`src/hdl/light_level_smoother_hysteresis_core_macros.svh`:
```
// Assertion macros for the light level smoother core.
`ifndef LIGHT_LEVEL_SMOOTHER_HYSTERESIS_CORE_MACROS_SVH
`define LIGHT_LEVEL_SMOOTHER_HYSTERESIS_CORE_MACROS_SVH

// Checked on clk_i, quiet while reset is asserted.
`define LLSH_ASSERT(lbl, prop, msg) \
  lbl: assert property (@(posedge clk_i) disable iff (!rst_ni) prop) else $error(msg);

// Checked on clk_i, through reset as well.
`define LLSH_ASSERT_ALWAYS(lbl, prop, msg) \
  lbl: assert property (@(posedge clk_i) prop) else $error(msg);

`endif

```
`src/hdl/llsh_pkg.sv`:
```
// Shared types and constants of the light level smoother core.
`timescale 1ns / 1ps
package llsh_pkg;

  localparam int LUX_W               = 24;
  localparam int WINDOW_SAMPLES_DEF  = 8;

  localparam logic [LUX_W-1:0] LUX_MAX       = {LUX_W{1'b1}};
  localparam logic [LUX_W-1:0] THRESHOLD_RST = LUX_MAX;
  localparam logic [LUX_W-1:0] HYSTERESIS_RST = LUX_W'(160);

  typedef enum logic {
    REQ_SAMPLE  = 1'b0,
    REQ_RECHECK = 1'b1
  } llsh_req_e;

  typedef enum logic {
    REG_THRESHOLD  = 1'b0,
    REG_HYSTERESIS = 1'b1
  } llsh_reg_e;

  typedef struct packed {
    llsh_req_e        req_type;
    logic [LUX_W-1:0] lux_sample;
  } llsh_in_t;

  typedef struct packed {
    logic [LUX_W-1:0] smoothed_lux;
    logic             inhibit_flag;
  } llsh_out_t;

  // Per-stage pipeline control.
  typedef struct packed {
    logic adv;
    logic vld;
  } llsh_stage_t;

endpackage

```
`src/hdl/light_level_smoother_hysteresis_core.sv`:
```
// Top level of the light level smoother with hysteresis inhibit.
// Takes one beat per clock while the output is not stalled and returns one result
// beat per input beat, in order. The pipeline has four register stages: input,
// window sum, reciprocal product and result. A stall at the output freezes all
// of them. A sample beat shifts the window and updates the average. A recheck
// beat only re-evaluates the inhibit flag against the current average. Register
// writes do not touch the flag until the next beat.
`timescale 1ns / 1ps
`include "light_level_smoother_hysteresis_core_macros.svh"
module light_level_smoother_hysteresis_core import llsh_pkg::*; #(
  parameter int WINDOW_SAMPLES = WINDOW_SAMPLES_DEF
) (
  input  logic             clk_i,
  input  logic             rst_ni,
  input  logic             in_valid_i,
  output logic             in_ready_o,
  input  llsh_in_t         in_data_i,
  output logic             out_valid_o,
  input  logic             out_ready_i,
  output llsh_out_t        out_data_o,
  input  logic             cfg_valid_i,
  output logic             cfg_ready_o,
  input  llsh_reg_e        cfg_addr_i,
  input  logic [LUX_W-1:0] cfg_data_i
);

  localparam int SUM_W = LUX_W + $clog2(WINDOW_SAMPLES);

  logic             en;
  logic             va_q, vb_q, vc_q, vd_q;
  llsh_in_t         in_q;
  logic [SUM_W-1:0] sum_w;
  logic [LUX_W-1:0] avg_w;
  logic [LUX_W-1:0] threshold_q;
  logic [LUX_W-1:0] hysteresis_q;
  llsh_stage_t      win_ctl, avg_ctl, flag_ctl;

  assign en          = !vd_q || out_ready_i;
  assign in_ready_o  = en;
  assign out_valid_o = vd_q;
  assign cfg_ready_o = 1'b1;

  always_ff @(posedge clk_i or negedge rst_ni) begin
    if (!rst_ni) begin
      threshold_q  <= THRESHOLD_RST;
      hysteresis_q <= HYSTERESIS_RST;
    end else if (cfg_valid_i) begin
      case (cfg_addr_i)
        REG_THRESHOLD:  threshold_q  <= cfg_data_i;
        REG_HYSTERESIS: hysteresis_q <= cfg_data_i;
        default: ;
      endcase
    end
  end

  always_ff @(posedge clk_i or negedge rst_ni) begin
    if (!rst_ni) begin
      va_q <= 1'b0;
      vb_q <= 1'b0;
      vc_q <= 1'b0;
      vd_q <= 1'b0;
    end else if (en) begin
      va_q <= in_valid_i;
      vb_q <= va_q;
      vc_q <= vb_q;
      vd_q <= vc_q;
    end
  end

  always_ff @(posedge clk_i) begin
    if (en && in_valid_i) begin
      in_q <= in_data_i;
    end
  end

  assign win_ctl  = '{adv: en, vld: va_q};
  assign avg_ctl  = '{adv: en, vld: vb_q};
  assign flag_ctl = '{adv: en, vld: vc_q};

  llsh_window #(
    .WINDOW_SAMPLES(WINDOW_SAMPLES)
  ) u_window (
    .clk_i  (clk_i),
    .rst_ni (rst_ni),
    .ctl_i  (win_ctl),
    .item_i (in_q),
    .sum_o  (sum_w)
  );

  llsh_avg #(
    .WINDOW_SAMPLES(WINDOW_SAMPLES)
  ) u_avg (
    .clk_i (clk_i),
    .ctl_i (avg_ctl),
    .sum_i (sum_w),
    .avg_o (avg_w)
  );

  llsh_flag u_flag (
    .clk_i        (clk_i),
    .rst_ni       (rst_ni),
    .ctl_i        (flag_ctl),
    .avg_i        (avg_w),
    .threshold_i  (threshold_q),
    .hysteresis_i (hysteresis_q),
    .res_o        (out_data_o)
  );

  `LLSH_ASSERT(a_recheck_keeps_sum, (va_q && en && (in_q.req_type == REQ_RECHECK)) |=> $stable(sum_w), "recheck beat changed window sum")
  `LLSH_ASSERT(a_no_spurious_result, (!va_q && !vb_q && !vc_q && !vd_q && !in_valid_i) |=> !out_valid_o, "result beat without an input beat")
  `LLSH_ASSERT(a_max_threshold_never_sets, (vc_q && en && (threshold_q == LUX_MAX) && !out_data_o.inhibit_flag) |=> !out_data_o.inhibit_flag, "inhibit set above full-scale threshold")

endmodule

```
`src/hdl/llsh_window.sv`:
```
// Sample delay line and running window sum.
`timescale 1ns / 1ps
module llsh_window import llsh_pkg::*; #(
  parameter int WINDOW_SAMPLES = WINDOW_SAMPLES_DEF,
  localparam int SUM_W = LUX_W + $clog2(WINDOW_SAMPLES)
) (
  input  logic              clk_i,
  input  logic              rst_ni,
  input  llsh_stage_t       ctl_i,
  input  llsh_in_t          item_i,
  output logic [SUM_W-1:0]  sum_o
);

  logic [LUX_W-1:0] line_q [WINDOW_SAMPLES];
  logic [SUM_W-1:0] sum_q;
  logic [SUM_W-1:0] sum_d;
  logic             take;

  assign take  = ctl_i.adv && ctl_i.vld && (item_i.req_type == REQ_SAMPLE);
  assign sum_d = sum_q - SUM_W'(line_q[WINDOW_SAMPLES-1]) + SUM_W'(item_i.lux_sample);

  always_ff @(posedge clk_i or negedge rst_ni) begin
    if (!rst_ni) begin
      for (int i = 0; i < WINDOW_SAMPLES; i++) begin
        line_q[i] <= '0;
      end
      sum_q <= '0;
    end else if (take) begin
      line_q[0] <= item_i.lux_sample;
      for (int i = 1; i < WINDOW_SAMPLES; i++) begin
        line_q[i] <= line_q[i-1];
      end
      sum_q <= sum_d;
    end
  end

  assign sum_o = sum_q;

endmodule

```
`src/hdl/llsh_avg.sv`:
```
// Window average: sum times a rounded-up reciprocal of the window length.
`timescale 1ns / 1ps
module llsh_avg import llsh_pkg::*; #(
  parameter int WINDOW_SAMPLES = WINDOW_SAMPLES_DEF,
  localparam int SUM_W = LUX_W + $clog2(WINDOW_SAMPLES)
) (
  input  logic              clk_i,
  input  llsh_stage_t       ctl_i,
  input  logic [SUM_W-1:0]  sum_i,
  output logic [LUX_W-1:0]  avg_o
);

  localparam int SHIFT   = SUM_W + $clog2(WINDOW_SAMPLES);
  localparam int RECIP_W = SUM_W + 1;
  localparam int PROD_W  = SUM_W + RECIP_W;

  localparam logic [SHIFT:0] ONE_K      = {1'b1, {SHIFT{1'b0}}};
  localparam logic [SHIFT:0] RECIP_FULL =
    (ONE_K + (SHIFT+1)'(WINDOW_SAMPLES - 1)) / (SHIFT+1)'(WINDOW_SAMPLES);
  localparam logic [RECIP_W-1:0] RECIP  = RECIP_FULL[RECIP_W-1:0];

  logic [PROD_W-1:0] prod_q;

  // exact quotient for every sum below 2**SUM_W
  always_ff @(posedge clk_i) begin
    if (ctl_i.adv && ctl_i.vld) begin
      prod_q <= PROD_W'(sum_i) * PROD_W'(RECIP);
    end
  end

  assign avg_o = prod_q[SHIFT +: LUX_W];

endmodule

```
`src/hdl/llsh_flag.sv`:
```
// Hysteresis inhibit decision and result register.
`timescale 1ns / 1ps
module llsh_flag import llsh_pkg::*; (
  input  logic             clk_i,
  input  logic             rst_ni,
  input  llsh_stage_t      ctl_i,
  input  logic [LUX_W-1:0] avg_i,
  input  logic [LUX_W-1:0] threshold_i,
  input  logic [LUX_W-1:0] hysteresis_i,
  output llsh_out_t        res_o
);

  logic             inhibit_q;
  logic             inhibit_d;
  logic [LUX_W-1:0] lux_q;
  logic [LUX_W:0]   low_sum;

  assign low_sum = {1'b0, avg_i} + {1'b0, hysteresis_i};

  always_comb begin
    inhibit_d = inhibit_q;
    if (!inhibit_q && (avg_i > threshold_i)) begin
      inhibit_d = 1'b1;
    end else if (inhibit_q && (low_sum < {1'b0, threshold_i})) begin
      inhibit_d = 1'b0;
    end
  end

  always_ff @(posedge clk_i or negedge rst_ni) begin
    if (!rst_ni) begin
      inhibit_q <= 1'b0;
    end else if (ctl_i.adv && ctl_i.vld) begin
      inhibit_q <= inhibit_d;
    end
  end

  always_ff @(posedge clk_i) begin
    if (ctl_i.adv && ctl_i.vld) begin
      lux_q <= avg_i;
    end
  end

  assign res_o.smoothed_lux = lux_q;
  assign res_o.inhibit_flag = inhibit_q;

endmodule

```
`config.mk`:
```
export PLATFORM = sky130hd
export DESIGN_NAME = light_level_smoother_hysteresis_core
export DESIGN_NICKNAME = d
export VERILOG_FILES = /design/src/hdl/llsh_pkg.sv /design/src/hdl/light_level_smoother_hysteresis_core.sv /design/src/hdl/llsh_window.sv /design/src/hdl/llsh_avg.sv /design/src/hdl/llsh_flag.sv
export VERILOG_INCLUDE_DIRS = /design/src /design/src/hdl
export SDC_FILE = /design/constraint.sdc
export NUM_CORES = 1
export LEC_CHECK = 0
export ABC_AREA = 1
export BUFFER_PORTS_ARGS = -buffer_cell sky130_fd_sc_hd__buf_4
export CORE_ASPECT_RATIO = 1.1
export CORE_MARGIN = 10
export CORE_UTILIZATION = 25
export DETAILED_ROUTE_END_ITERATION = 8
export PLACE_DENSITY = 0.4
export SLEW_MARGIN = 20
export SYNTH_ARGS = -nofsm -noshare
export SYNTH_HDL_FRONTEND = slang
export SYNTH_HIERARCHICAL = 1
export SYNTH_SLANG_ARGS = --single-unit
```
`constraint.sdc`:
```
create_clock -name clk_i -period 7 [get_ports clk_i]
set_input_delay 0.7 -clock clk_i [delete_from_list [all_inputs] [get_ports clk_i]]
set_output_delay 0.7 -clock clk_i [all_outputs]
set_load 0.01 [all_outputs]
```
* After elaboration in Yosys (flattened, before gate mapping)
Cells that the tools add are included.
Widths: inputs -> output; s select.
** Cells by class
- Add/subtract/negate cells :: 3
- Multiply operators :: 0
- Div/mod/pow operators :: 0
- Magnitude comparators :: 2
- Equality and inequality tests :: 0
- Shift operators :: 0
- Muxes and demuxes :: 2
- Bitwise operators :: 2
- Reduce and logical (&&, ||, !) cells :: 14
** Operators by type and width (count)
- $add 27x24->27 :: 1
- $sub 27x24->27 :: 1
- $add 24x24->25 :: 1
- $lt 25x24->1 :: 1
- $gt 24x24->1 :: 1
- $logic_and 1x1->1 :: 7
- $reduce_and 2->1 :: 3
- $logic_not 1->1 :: 2
- $mux 1 :: 2
- $not 1->1 :: 2
- $reduce_bool 2->1 :: 1
- $logic_or 1x1->1 :: 1
** Storage, ports and cells
- Register bits after elaboration :: 348
- Latch bits :: 0
- Bits in writable memories :: 0
- Bits in read-only memories :: 0
- Bits of input ports :: 55
- Output and inout bits :: 28
- Logic and storage cells :: 43
- Memories kept :: 0

* Logic depth before layout (Yosys ltp)
Gate-level depths: netlist of run 1.
- Depth after elaboration :: 5
- Depth in mapped cells :: 23
- Mapped depth without buffers :: 23

* Cells and area by module
The synthesis of run 1 kept the hierarchy.
** By module, submodules not included
- llsh_window :: times used 1, cells each 1395, area each 10889.2 µm², sequential area each 5480.3 µm²
- llsh_flag :: times used 1, cells each 441, area each 3275.6 µm², sequential area each 745.7 µm²
- light_level_smoother_hysteresis_core :: times used 1, cells each 254, area each 2837.7 µm², sequential area each 2084.5 µm²
- llsh_avg :: times used 1, cells each 26, area each 728.2 µm², sequential area each 720.7 µm²

* Worst setup path before layout of run 1
No wires, ideal clock.
- Path kind :: register to register
- Start point :: reg u_avg.prod_q[30]
- End point :: reg u_flag.inhibit_q
- Library setup time :: 0.116 ns
- Arrival time :: 2.610 ns
- Required time :: 6.884 ns
- Path slack :: 4.274 ns
- Cell stages (with the launch flop) :: 23
- Path through :: edfxtp_1 -> ha_1 -> inv_1 -> fa_1 -> inv_1 -> nand2_1 -> nand2_1 -> nand2_1 -> o21ai_2 -> a21boi_1 -> o21ai_2 -> nand2_1 -> nand3_1 -> nand2_1 -> ha_1 -> a21oi_1 -> o21ai_0 -> a21oi_1 -> nand2_1 -> nand3_1 -> nand2_1 -> nand2_1 -> nand2_1
** Between the ends
- Longest elaborated chain between the ends :: 5
- Elaborated cells on any way between the ends :: 8
** RTL lines
- start, declared :: line llsh_avg.sv:22 : logic [PROD_W-1:0] prod_q;
- start signal, assigned :: line llsh_avg.sv:27 : prod_q <= PROD_W'(sum_i) * PROD_W'(RECIP);
- $add 24x24->25 :: line llsh_flag.sv:18 : assign low_sum = {1'b0, avg_i} + {1'b0, hysteresis_i};
- $lt 25x24->1 :: line llsh_flag.sv:24 : end else if (inhibit_q && (low_sum < {1'b0, threshold_i})) begin
- $logic_and 1x1->1 :: line llsh_flag.sv:24
- $reduce_bool 2->1 (no source line)
- $reduce_and 2->1 (no source line)
- end signal, assigned :: line llsh_flag.sv:33 : inhibit_q <= inhibit_d;
- end, declared :: line llsh_flag.sv:13 : logic inhibit_q;
Several ways; a longest one is shown, not always the timed one.
A chain may end at the register's enable or synchronous reset.

* Final worst setup path of run 1
- Start point :: reg u_avg.prod_q[41]
- End point :: reg u_flag.inhibit_q
The elaborated chain is that of the path after synthesis.

==> results by group, run 1 <==
Run status
  • Status: completed

Global routing
  • First-pass GRT wire length: 75.3 mm
  • Pin count of the biggest net entering global routing: 143
  • Total Routing Usage GR: 0.114
  • Vias in the first global route: 13.8k
  • Initial antenna violation count: 0
  • Final global-route overflow total: 0

Timing
  • Final period util: 0.482
  • Worst slew margin: 0.349
  • Setup Skew: 16.4 ps
  • Highest Clock Rate: 296 MHz
  • Max Slew Vio Count: 0
  • Hold violation count in the final report: 0
  • Final setup violation count: 0
  • RSZ-0062 raised after global routing: no
  • Period minus WS final: 3370 ps
  • Setup TNS: 0 ps
  • Least-Margin Pin Slew: 976 ps

Floorplan
  • Die width: 274 µm
  • Die Height: 299 µm
  • Die ar.: 82000 µm²
  • Core ar.: 70300 µm²
  • Row Count: 102
  • Starting density of the core: 0.252
  • # IOs: 83

Detailed routing
  • Detail-routed via count per cell: 4.22
  • Starting DRT DRC Count: 705
  • Detailed-route DRC error count: 0
  • Wire per inst: 14.8 µm
  • Pre-antenna DRT Iters: 5
  • Final ANT Viol Nets: 0
  • Via Count: 13.3k
  • Total Routed Length: 46.7 mm

Setup path
  • Arrival time worst endpoint: 3820 ps
  • Crit-path max FO: 4
  • Setup CP Type: reg -> reg
  • Critical path endpoint category: flip-flop
  • Crit path from: u_avg/prod_q[41]
  • Req. time, crit path: 7450 ps
  • Critical Path Start Type: flip-flop
  • R2r startpoint: u_avg/prod_q[41]

Logic synthesis
  • Post-synthesis simple-gate area fraction: 0.243
  • Syn Area/Cell: 8.38 µm²
  • Synth warnings: 6
  • Largest family of logic cells by synthesized area: simple AND/OR/NAND/NOR gates
  • Top cell type's share of synthesized area: 0.347
  • Number of synthesized register bits: 345
  • Mapped Area: 17700 µm²
  • Synth Area in XOR/XNOR: 0.0123
  • Top FF cell, synth: dfrtp_1
  • Mapped Nets: 2294
  • EDFF count, synth: 73
  • Yosys cell types: 47
  • Mux cell area share after synthesis: 0
  • Register area share after synthesis: 0.509
  • Synth Area in Adders: 0.0974
  • Compound-Gate Fraction of Synth Area: 0.0578
  • Area leader, netlist: dfrtp_1
  • Async SR Flop Fraction: 0.788
  • Gate Count Post-Synth: 2116
  • Area contributors post-synth: dfrtp_1 (35%), nand2_1 (18%), edfxtp_1 (12%)

CTS
  • CTS root buf: clkbuf_16
  • TritonCTS clock tree: done
  • CTS Hold Bufs: 0
  • Reg clk slew, reported paths: 60 ps
  • # Post-CTS Setup Buffers: 0
  • CTS sink count: 345
  • Num CTS Buffers: 42
  • Htree depth: 2
  • Post-CTS Resized: 0
  • Later-pin clock latency in the skew report: 560 ps
  • CTS Buffer Depth: 3

Flow run
  • Max-cap violations: 0

Cells and area
  • Fin nets: 2363
  • Area growth syn-to-layout: 16.7%
  • Register Area: 9030 µm²
  • Fraction of layout cells with a size suffix above 1: 0.0925
  • Fin util: 0.294
  • ANT cells: 0
  • Area occupied by multi-input gates: 7290 µm²
  • # fillers: 7582

Placed design
  • GP Congestion: 0.816
  • DP Wirelength: 33.4 mm
  • Port Buffers: 81

Power
  • Pleak: 10.6 nW
  • Power per cell area: 507 nW/µm²
  • Peak supply drop: 0.189 mV
  • Overall power: 10.5 mW

Min path
  • Tightest Hold Check Type: in -> async
## logic make-up (layout without fill, tap and decap cells)
kind of cell / Yosys count / in the layout
compound gates: 193 / 193
xor+xnor: 25 / 25
fa+ha+maj: 123 / 123
buf+inv: 357 / 457
flops: 345 / 345
other cells: 1 / 1
simple gates: 1072 / 1072
## per-stage QoR
stage	hold WS (ps)	area, µm²	std cells	setup slack (ps)
after floorplan	404	17700	2116	4270
after global routing	149	20700	3152	3450
final	106	20700	3152	3630
after global placement	437	19300	3077	3480
after detailed placement	435	19300	3077	3400
after CTS	135	20700	3152	3620
## routing by layer
layer | share of wire | global-route usage
met5 | 0 | 0
met4 | 0.025 | 0.0374
met3 | 0.032 | 0.0181
met2 | 0.49 | 0.201
met1 | 0.45 | 0.140
## sequential cells by signal, summed over array words and instances, names as in the netlist
register / count
hysteresis_q: 24
in_q: 25
out_valid_o: 1
threshold_q: 24
u_avg/prod_q: 24
u_flag/inhibit_q: 1
u_flag/lux_q: 24
u_window/line_q: 192
u_window/sum_o: 27
va_q: 1
vb_q: 1
vc_q: 1
## synthesized netlist by cell type, drive strengths merged, types with 25 or more instances
cell	n
inv	294
ha	98
buf	41
fa	25
dfstp	26
edfxtp	73
nand3	109
o21ai	113
a21oi	61
dfrtp	246
nand2	855
nor2	73
## placed cells by master, fill, tap and decap left out, types with 44 or more instances in the layout
master	n
nand2_1	847
inv_1	290
dfrtp_1	246
o21ai_0	108
nand3_1	105
ha_1	98
buf_4	86
edfxtp_1	73
nor2_1	68
a21oi_1	59
clkbuf_16	44
## worst max-delay path, cell delays in order (launching register included)
cell and delay, ps:
edfxtp_1 500, ha_1 430, a21oi_1 330, o21ai_0 210
a31oi_1 260, nand3_1 200, xor2_1 190, ha_1 290
a21oi_1 150, nor2_1 60, a211oi_1 290, nor2_1 90
nor2_1 100, nand2_1 70, nand2_1 50, nand2_1 40
## final cells by class
| class | instances | share of cell area |
|---|---|---|
| clock inverters | 12 | 0.00834 |
| repair buffers | 88 | 0.0329 |
| multi-input cells | 1414 | 0.352 |
| clock buffers | 63 | 0.0600 |
| inverters | 294 | 0.0536 |
| flip-flops and latches | 345 | 0.436 |
| well taps | 936 | 0.0566 |
## where the power goes
part           internal [mW]  switching (mW)
registers               2.83           0.462
clock network           1.37           0.855
logic                   1.75            3.23
total                   5.95            4.55
## worst paths after layout
kind	to	slack (ps)	depth (start not counted)
hold reg to reg	u_avg/prod_q[44]	450	0
min in group clk_i	in_q[1]	320	1
setup / recovery	u_flag/inhibit_q	3630	15
hold / removal	u_window/line_q[181]	110	1
max in group asynchronous	u_window/line_q[70]	5600	2
setup reg to reg	u_flag/inhibit_q	3630	15
Power figures use the tool's default switching activity.
==> run 2, diff against run 1 <==
Clock period 7 ns to 3.4 ns, I/O delays scaled along.
==> run 2 against run 1 <==
Compared with the run above:
- critical path depth increased by 2
- first-iteration DRC count decreased by 16%
- non-clock buffer count increased by 54
- critical endpoint unchanged
- final cell count increased by 1.8%
- sequential cell count unchanged
- register-to-register slack got worse by 3300 ps
- maximum frequency increased by 8.7%
- largest power group unchanged
- global-route usage increased by 0.35 points
- design area increased by 2.6%
- hold slack got worse by 68 ps
- utilization increased by 0.75 points
==> results by group, run 2 (same netlist as run 1, synthesis figures left out) <==
Run status
  • Status: completed

Power
  • Sw frac: 0.435 (+0.00173)
  • Sw power: 9.34 mW (+110%)
  • Clk pwr share: 0.204 (-0.008)
  • Power Internal: 12.1 mW (+100%)
  • Logic pwr share: 0.482 (+0.008)
  • Seq pwr share: 0.314 (about the same)
  • Power per cell area: 1010 nW/µm² (+100%)
  • Peak supply drop: 0.390 mV (+110%)
  • Pleak: 10.8 nW (+2.3%)
  • Overall power: 21.5 mW (+100%)

CTS
  • Post-CTS Resized: 0 (unchanged)
  • CTS Buffer Depth: 3 (unchanged)
  • Later-pin clock latency in the skew report: 560 ps (about the same)
  • Num CTS Buffers: 42 (unchanged)
  • # Post-CTS Setup Buffers: 0 (unchanged)
  • CTS sink count: 345 (unchanged)
  • CTS root buf: clkbuf_16
  • Htree depth: 2 (unchanged)
  • Reg clk slew, reported paths: 60 ps (about the same)
  • TritonCTS clock tree: done

Global routing
  • Pin count of the biggest net entering global routing: 74 (-48%)
  • Global-route track usage on met3: 0.0156 (-0.00247)
  • Total Routing Usage GR: 0.118 (+0.00345)
  • Initial antenna violation count: 1 (+1)
  • Met1 GRT Util: 0.147 (+0.00727)
  • GRT Max-Usage Layer: met2
  • Vias in the first global route: 13.9k (+0.36%)
  • Final global-route overflow total: 0 (unchanged)
  • First-pass GRT wire length: 77.1 mm (+2.4%)
  • Met2 Resource Use GR: 0.208 (+0.00676)

Floorplan
  • Row Count: 102 (unchanged)
  • Starting density of the core: 0.252 (unchanged)
  • Core ar.: 70300 µm² (unchanged)
  • Die ar.: 82000 µm² (unchanged)
  • # IOs: 83 (unchanged)
  • Die width: 274 µm (unchanged)
  • Die Height: 299 µm (unchanged)

Detailed routing
  • Wire per inst: 14.9 µm (+0.34%)
  • Total Routed Length: 47.7 mm (+2.2%)
  • Detail-routed via count per cell: 4.19 (-0.67%)
  • Via Count: 13.5k (+1.1%)
  • Pre-antenna DRT Iters: 5 (unchanged)
  • Final ANT Viol Nets: 0 (unchanged)
  • Starting DRT DRC Count: 593 (-16%)
  • Detailed-route DRC error count: 0 (unchanged)

Setup path
  • Critical Path Start Type: flip-flop
  • Arrival time worst endpoint: 3560 ps (-260 ps)
  • Critical path endpoint category: flip-flop
  • Req. time, crit path: 3860 ps (-3590 ps)
  • Setup CP Type: reg -> reg
  • Crit-path max FO: 5 (+1)

Timing
  • Period minus WS final: 3100 ps (-270 ps)
  • Setup Skew: 18.5 ps (+2.09 ps)
  • Worst Setup Slack, final: 298 ps (-3330 ps)
  • Highest Clock Rate: 322 MHz (+8.7%)
  • RSZ-0062 raised after global routing: no
  • Final period util: 0.912 (+0.431)
  • Max Slew Vio Count: 0 (unchanged)
  • Hold violation count in the final report: 0 (unchanged)
  • Worst slew margin: 0.535 (+0.185)
  • Least-Margin Pin Slew: 695 ps (-281 ps)
  • Hold WS: 37.6 ps (-68.2 ps)
  • Final setup violation count: 0 (unchanged)
  • Setup TNS: 0 ps (unchanged)

Cells and area
  • Most common cell after layout, fill and taps aside: nand2_1
  • Area occupied by multi-input gates: 7290 µm² (unchanged)
  • # fillers: 7490 (-1.2%)
  • Fraction of layout cells with a size suffix above 1: 0.0946 (+0.00212)
  • Register Area: 9030 µm² (unchanged)
  • Max FFs per register: 192 (unchanged)
  • Register with the most flip-flops: u_window/line_q
  • Area growth syn-to-layout: 19.7%
  • Fin nets: 2417 (+2.3%)
  • Commonest cells after routing, fill and taps aside: nand2_1 (847), inv_1 (291), dfrtp_1 (246)

Placed design
  • Port Buffers: 81 (unchanged)
  • DP Wirelength: 35.2 mm (+5.3%)
  • Place WS: 257 ps (-3140 ps)
  • GP Congestion: 0.823 (+0.76%)

Flow run
  • Max-cap violations: 0 (unchanged)

Min path
  • Tightest Hold Check Type: in -> reg
-- run 2: cell types whose count changed in the layout (fill, tap and decap cells not counted), sizes merged --
| cell | change |
|---|---|
| diode | +1 |
| dlygate4sd3 | +44 |
| clkinv | +6 |
| inv | -2 |
| bufinv | -4 |
| clkbuf | +2 |
| buf | +10 |
-- run 2: layer usage --
metal  part of all wire  vias to the layer above
met4              0.021                        0
met1               0.45                     6379
met3              0.029                       60
met2               0.50                      168
li1                   -                     6850
met5                  0                        -
-- run 2: layout make-up --
type                       count  area share
tap                          936      0.0552
inverter                     294      0.0522
timing repair buffer         142      0.0599
multi-input combinational   1414       0.344
sequential                   345       0.425
clock buffer                  65      0.0609
antenna                        1    0.000118
clock inverter                12     0.00283
-- run 2: worst paths after layout --
check                                   startpoint  depth (start not counted)                  end  slack, ps
worst min register to register  u_window/sum_o[13]                          0     u_avg/prod_q[40]        440
min in group asynchronous                   rst_ni                          2      hysteresis_q[4]        310
max in group asynchronous                   rst_ni                          3  u_window/line_q[30]       2130
worst min-delay path                 cfg_data_i[4]                          3       threshold_q[4]         40
worst max register to register    u_avg/prod_q[44]                         17     u_flag/inhibit_q        300
worst max-delay path              u_avg/prod_q[44]                         17     u_flag/inhibit_q        300
-- run 2: through the flow --
| stage | instance area (µm²) | instances | utilization |
|---|---|---|---|
| 6_report | 21200 | 3209 | 0.302 |
| 5_1_grt | 21200 | 3208 | 0.302 |
| 4_1_cts | 21200 | 3208 | 0.302 |
| 3_5_place_dp | 19400 | 3087 | 0.276 |
| 3_3_place_gp | 19400 | 3087 | 0.276 |
| 2_1_floorplan | 17700 | 2116 | - |
-- run 2: worst max-delay path: stages, from the launching register on --
cell and delay, ps:
edfxtp_1 450, ha_1 400, nand2_1 100, inv_1 100, nand2_1 100, nor3_1 340, nand3_1 210, nand3_1 150
xor2_1 160, ha_1 260, a21oi_1 130, nor2_1 50, nor3_1 120, nand4_1 150, nor2_1 120, nand2_1 60
nand2_1 50, nand2_1 40
-- run 2: power groups by stage --
| stage | Combinational, mW | Clock [mW] | Sequential, mW |
|---|---|---|---|
| final | 10.4 | 4.38 | 6.74 |
| after floorplan | 7.64 | 0 | 6.50 |
| after global placement | 10.4 | 0 | 6.80 |
| after CTS | 10.6 | 4.58 | 6.77 |
| after global routing | 12.1 | 4.75 | 6.94 |
| after detailed placement | 10.5 | 0 | 6.83 |
-- run 2: what timing repair did --
action	CTS	global route
endpoints found under the setup margin	0	0
hold buffers	44	0
endpoints found under the hold margin	102	0
==> run 3, diff against run 2 <==
Settings changed: PLACE_DENSITY 0.4 to 0.42, TNS_END_PERCENT set to 1.
Clock period 3.4 ns to 2.6 ns, I/O delays scaled along.
==> run 3 against run 2 <==
Compared with the run above:
- the run now ends with negative setup slack left
- clock power grew 41%
- design area up 7.6%
- via count rose by 3.0%
- critical endpoint unchanged
- register-to-register slack got worse by 550 ps
- routed wire length increased by 1.3%
- maximum frequency up 8.9%
- combinational power up 59%
==> results by group, run 3 (same netlist as run 1, synthesis figures left out) <==
Run status
  • Status: finished, violations left
  • Failing checks: negative setup slack

Timing
  • Setup TNS: -250 ps (-250 ps)
  • Period minus WS final: 2850 ps (-253 ps)
  • Highest Clock Rate: 351 MHz (+8.9%)
  • Hold violation count in the final report: 0 (unchanged)
  • Setup Skew: 25.1 ps (+6.63 ps)
  • Worst Setup Slack, final: -250 ps (-547 ps)
  • Final period util: 1.10 (+0.184)
  • Worst slew margin: 0.523 (-0.0119)
  • Final setup violation count: 1 (+1)
  • Least-Margin Pin Slew: 716 ps (+20.3 ps)
  • RSZ-0062 raised after global routing: yes
  • Max Slew Vio Count: 0 (unchanged)

Global routing
  • First-pass GRT wire length: 78.5 mm (+1.8%)
  • Total Routing Usage GR: 0.118 (+0.000561)
  • Initial antenna violation count: 2 (+1)
  • Vias in the first global route: 14.5k (+4.5%)
  • Pin count of the biggest net entering global routing: 83 (+12%)
  • Final global-route overflow total: 0 (unchanged)

Setup path
  • Arrival time worst endpoint: 3310 ps (-250 ps)
  • Crit-path max FO: 3 (-2)
  • Setup CP Type: reg -> reg
  • Req. time, crit path: 3060 ps (-800 ps)
  • Critical path endpoint category: flip-flop
  • Critical Path Start Type: flip-flop

Cells and area
  • Fin nets: 2561 (+6.0%)
  • # fillers: 7410 (-1.1%)
  • Fin area: 22800 µm² (+7.6%)
  • Most common cell after layout, fill and taps aside: nand2_1
  • Commonest cells after routing, fill and taps aside: nand2_1 (838), inv_1 (286), dfrtp_1 (246)
  • Register with the most flip-flops: u_window/line_q
  • ANT cells: 0 (-1)
  • Fin util: 0.325 (+0.0229)
  • Fraction of layout cells with a size suffix above 1: 0.172 (+0.0772)
  • Area growth syn-to-layout: 28.8%
  • Max FFs per register: 192 (unchanged)

Detailed routing
  • Detail-routed via count per cell: 4.14 (-1.4%)
  • Starting DRT DRC Count: 729 (+23%)
  • Via Count: 13.9k (+3.0%)
  • Final ANT Viol Nets: 0 (unchanged)
  • Total Routed Length: 48.3 mm (+1.3%)
  • Detailed-route DRC error count: 0 (unchanged)
  • Wire per inst: 14.4 µm (-3.0%)
  • Pre-antenna DRT Iters: 5 (unchanged)

Min path
  • Tightest Hold Check Type: in -> reg

Placed design
  • GP Congestion: 0.839 (+2.0%)
  • DP Wirelength: 36.3 mm (+3.3%)
  • Place WS: -570 ps (-826 ps)
  • Port Buffers: 81 (unchanged)
  • Post-DP Area: 20500 µm² (+5.4%)

CTS
  • Num CTS Buffers: 41 (-2.4%)
  • CTS root buf: clkbuf_16
  • Later-pin clock latency in the skew report: 570 ps (about the same)
  • CTS Buffer Depth: 3 (unchanged)
  • TritonCTS clock tree: done
  • Htree depth: 2 (unchanged)
  • Reg clk slew, reported paths: 60 ps (about the same)
  • CTS sink count: 345 (unchanged)

Power
  • Peak supply drop: 0.509 mV (+30%)
  • Sw power: 13.0 mW (+39%)
  • Logic pwr share: 0.527 (+0.045)
  • Clk pwr share: 0.198 (-0.006)
  • Power Internal: 18.3 mW (+51%)
  • Overall power: 31.3 mW (+46%)
  • Sw frac: 0.415 (-0.0202)
  • Power per cell area: 1370 nW/µm² (+35%)
  • Seq pwr share: 0.275 (-0.039)
  • Pleak: 11.6 nW (+7.2%)

Floorplan
  • # IOs: 83 (unchanged)
  • Row Count: 102 (unchanged)
  • Starting density of the core: 0.252 (unchanged)
  • Core ar.: 70300 µm² (unchanged)
  • Die width: 274 µm (unchanged)
  • Die ar.: 82000 µm² (unchanged)
  • Die Height: 299 µm (unchanged)

Flow run
  • Max-cap violations: 0 (unchanged)
run 3: cell types whose count changed in the layout (fill, tap and decap cells not counted), moves of 9 or more:
cell and change:
nand2_2 +9, ha_2 +9, a21oi_2 +9, a21oi_1 -9, buf_4 +131, dlygate4sd3_1 +9
ha_4 +12, ha_1 -21, nand2_1 -9
run 3: routing by layer:
metal,global-route usage,part of all wire,vias to the layer above
met3,0.0202,0.032,59
met4,0.0271,0.017,0
met1,0.149,0.46,6518
li1,-,-,7146
met5,0,0,-
met2,0.207,0.49,134
run 3: per-stage QoR:
| stage | cells | hold WS, ps |
|---|---|---|
| after floorplan | 2116 | -35.6 |
| after global placement | 3219 | 345 |
| after detailed placement | 3219 | 336 |
| after CTS | 3348 | 103 |
| after global routing | 3351 | 135 |
| final | 3351 | 136 |
run 3: cell type report:
cell class / instances / area, µm² / area share
clock buffers: 59 / 1210 / 0.0529
well taps: 936 / 1170 / 0.0513
inverters: 294 / 1110 / 0.0485
flip-flops and latches: 345 / 9030 / 0.395
multi-input cells: 1414 / 7630 / 0.334
clock inverters: 16 / 245 / 0.0107
repair buffers: 287 / 2440 / 0.107
run 3: what timing repair did:
| action | 4_1_cts | 5_1_grt |
|---|---|---|
| endpoints found under the hold margin | 147 | 0 |
| gates resized for setup | 29 | 44 |
| hold buffers | 53 | 0 |
| setup buffers | 1 | 3 |
| pin swaps | 10 | 10 |
| endpoints found under the setup margin | 4 | 18 |
run 3: path summary, 6_finish.rpt:
kind,cells after the start,endpoint,start,slack (ps)
min in group asynchronous,2,out_valid_o,rst_ni,360
worst max-delay path,20,u_flag/inhibit_q,hysteresis_q[0],-250
worst min register to register,0,u_avg/prod_q[44],u_window/sum_o[17],450
worst min-delay path,3,hysteresis_q[19],cfg_addr_i,140
max in group asynchronous,3,threshold_q[10],rst_ni,1450
worst max register to register,20,u_flag/inhibit_q,hysteresis_q[0],-250
run 3: power groups by stage:
stage	sequential [mW]	combinational, mW	clock, mW
floorplan	8.50	10.0	0
global route	8.85	19.0	6.65
global placement	8.64	15.7	0
CTS	8.62	16.2	6.45
finish	8.60	16.5	6.19
detailed placement	8.69	15.8	0
run 3: worst max-delay path, cell delays in order, from the launching register on:
cell and delay, ps:
dfrtp_1 350, ha_2 200, inv_2 40, fa_2 340, inv_2 80, nand2_2 50, nand2_2 70, nand2_2 70
o21ai_4 190, nand3_2 110, nand3_2 80, xor2_1 150, ha_1 270, a21oi_2 120, nor2_1 60, nor3_2 160
nand4_1 110, nor2_1 150, nand2_1 70, nand2_1 60, nand2_1 40
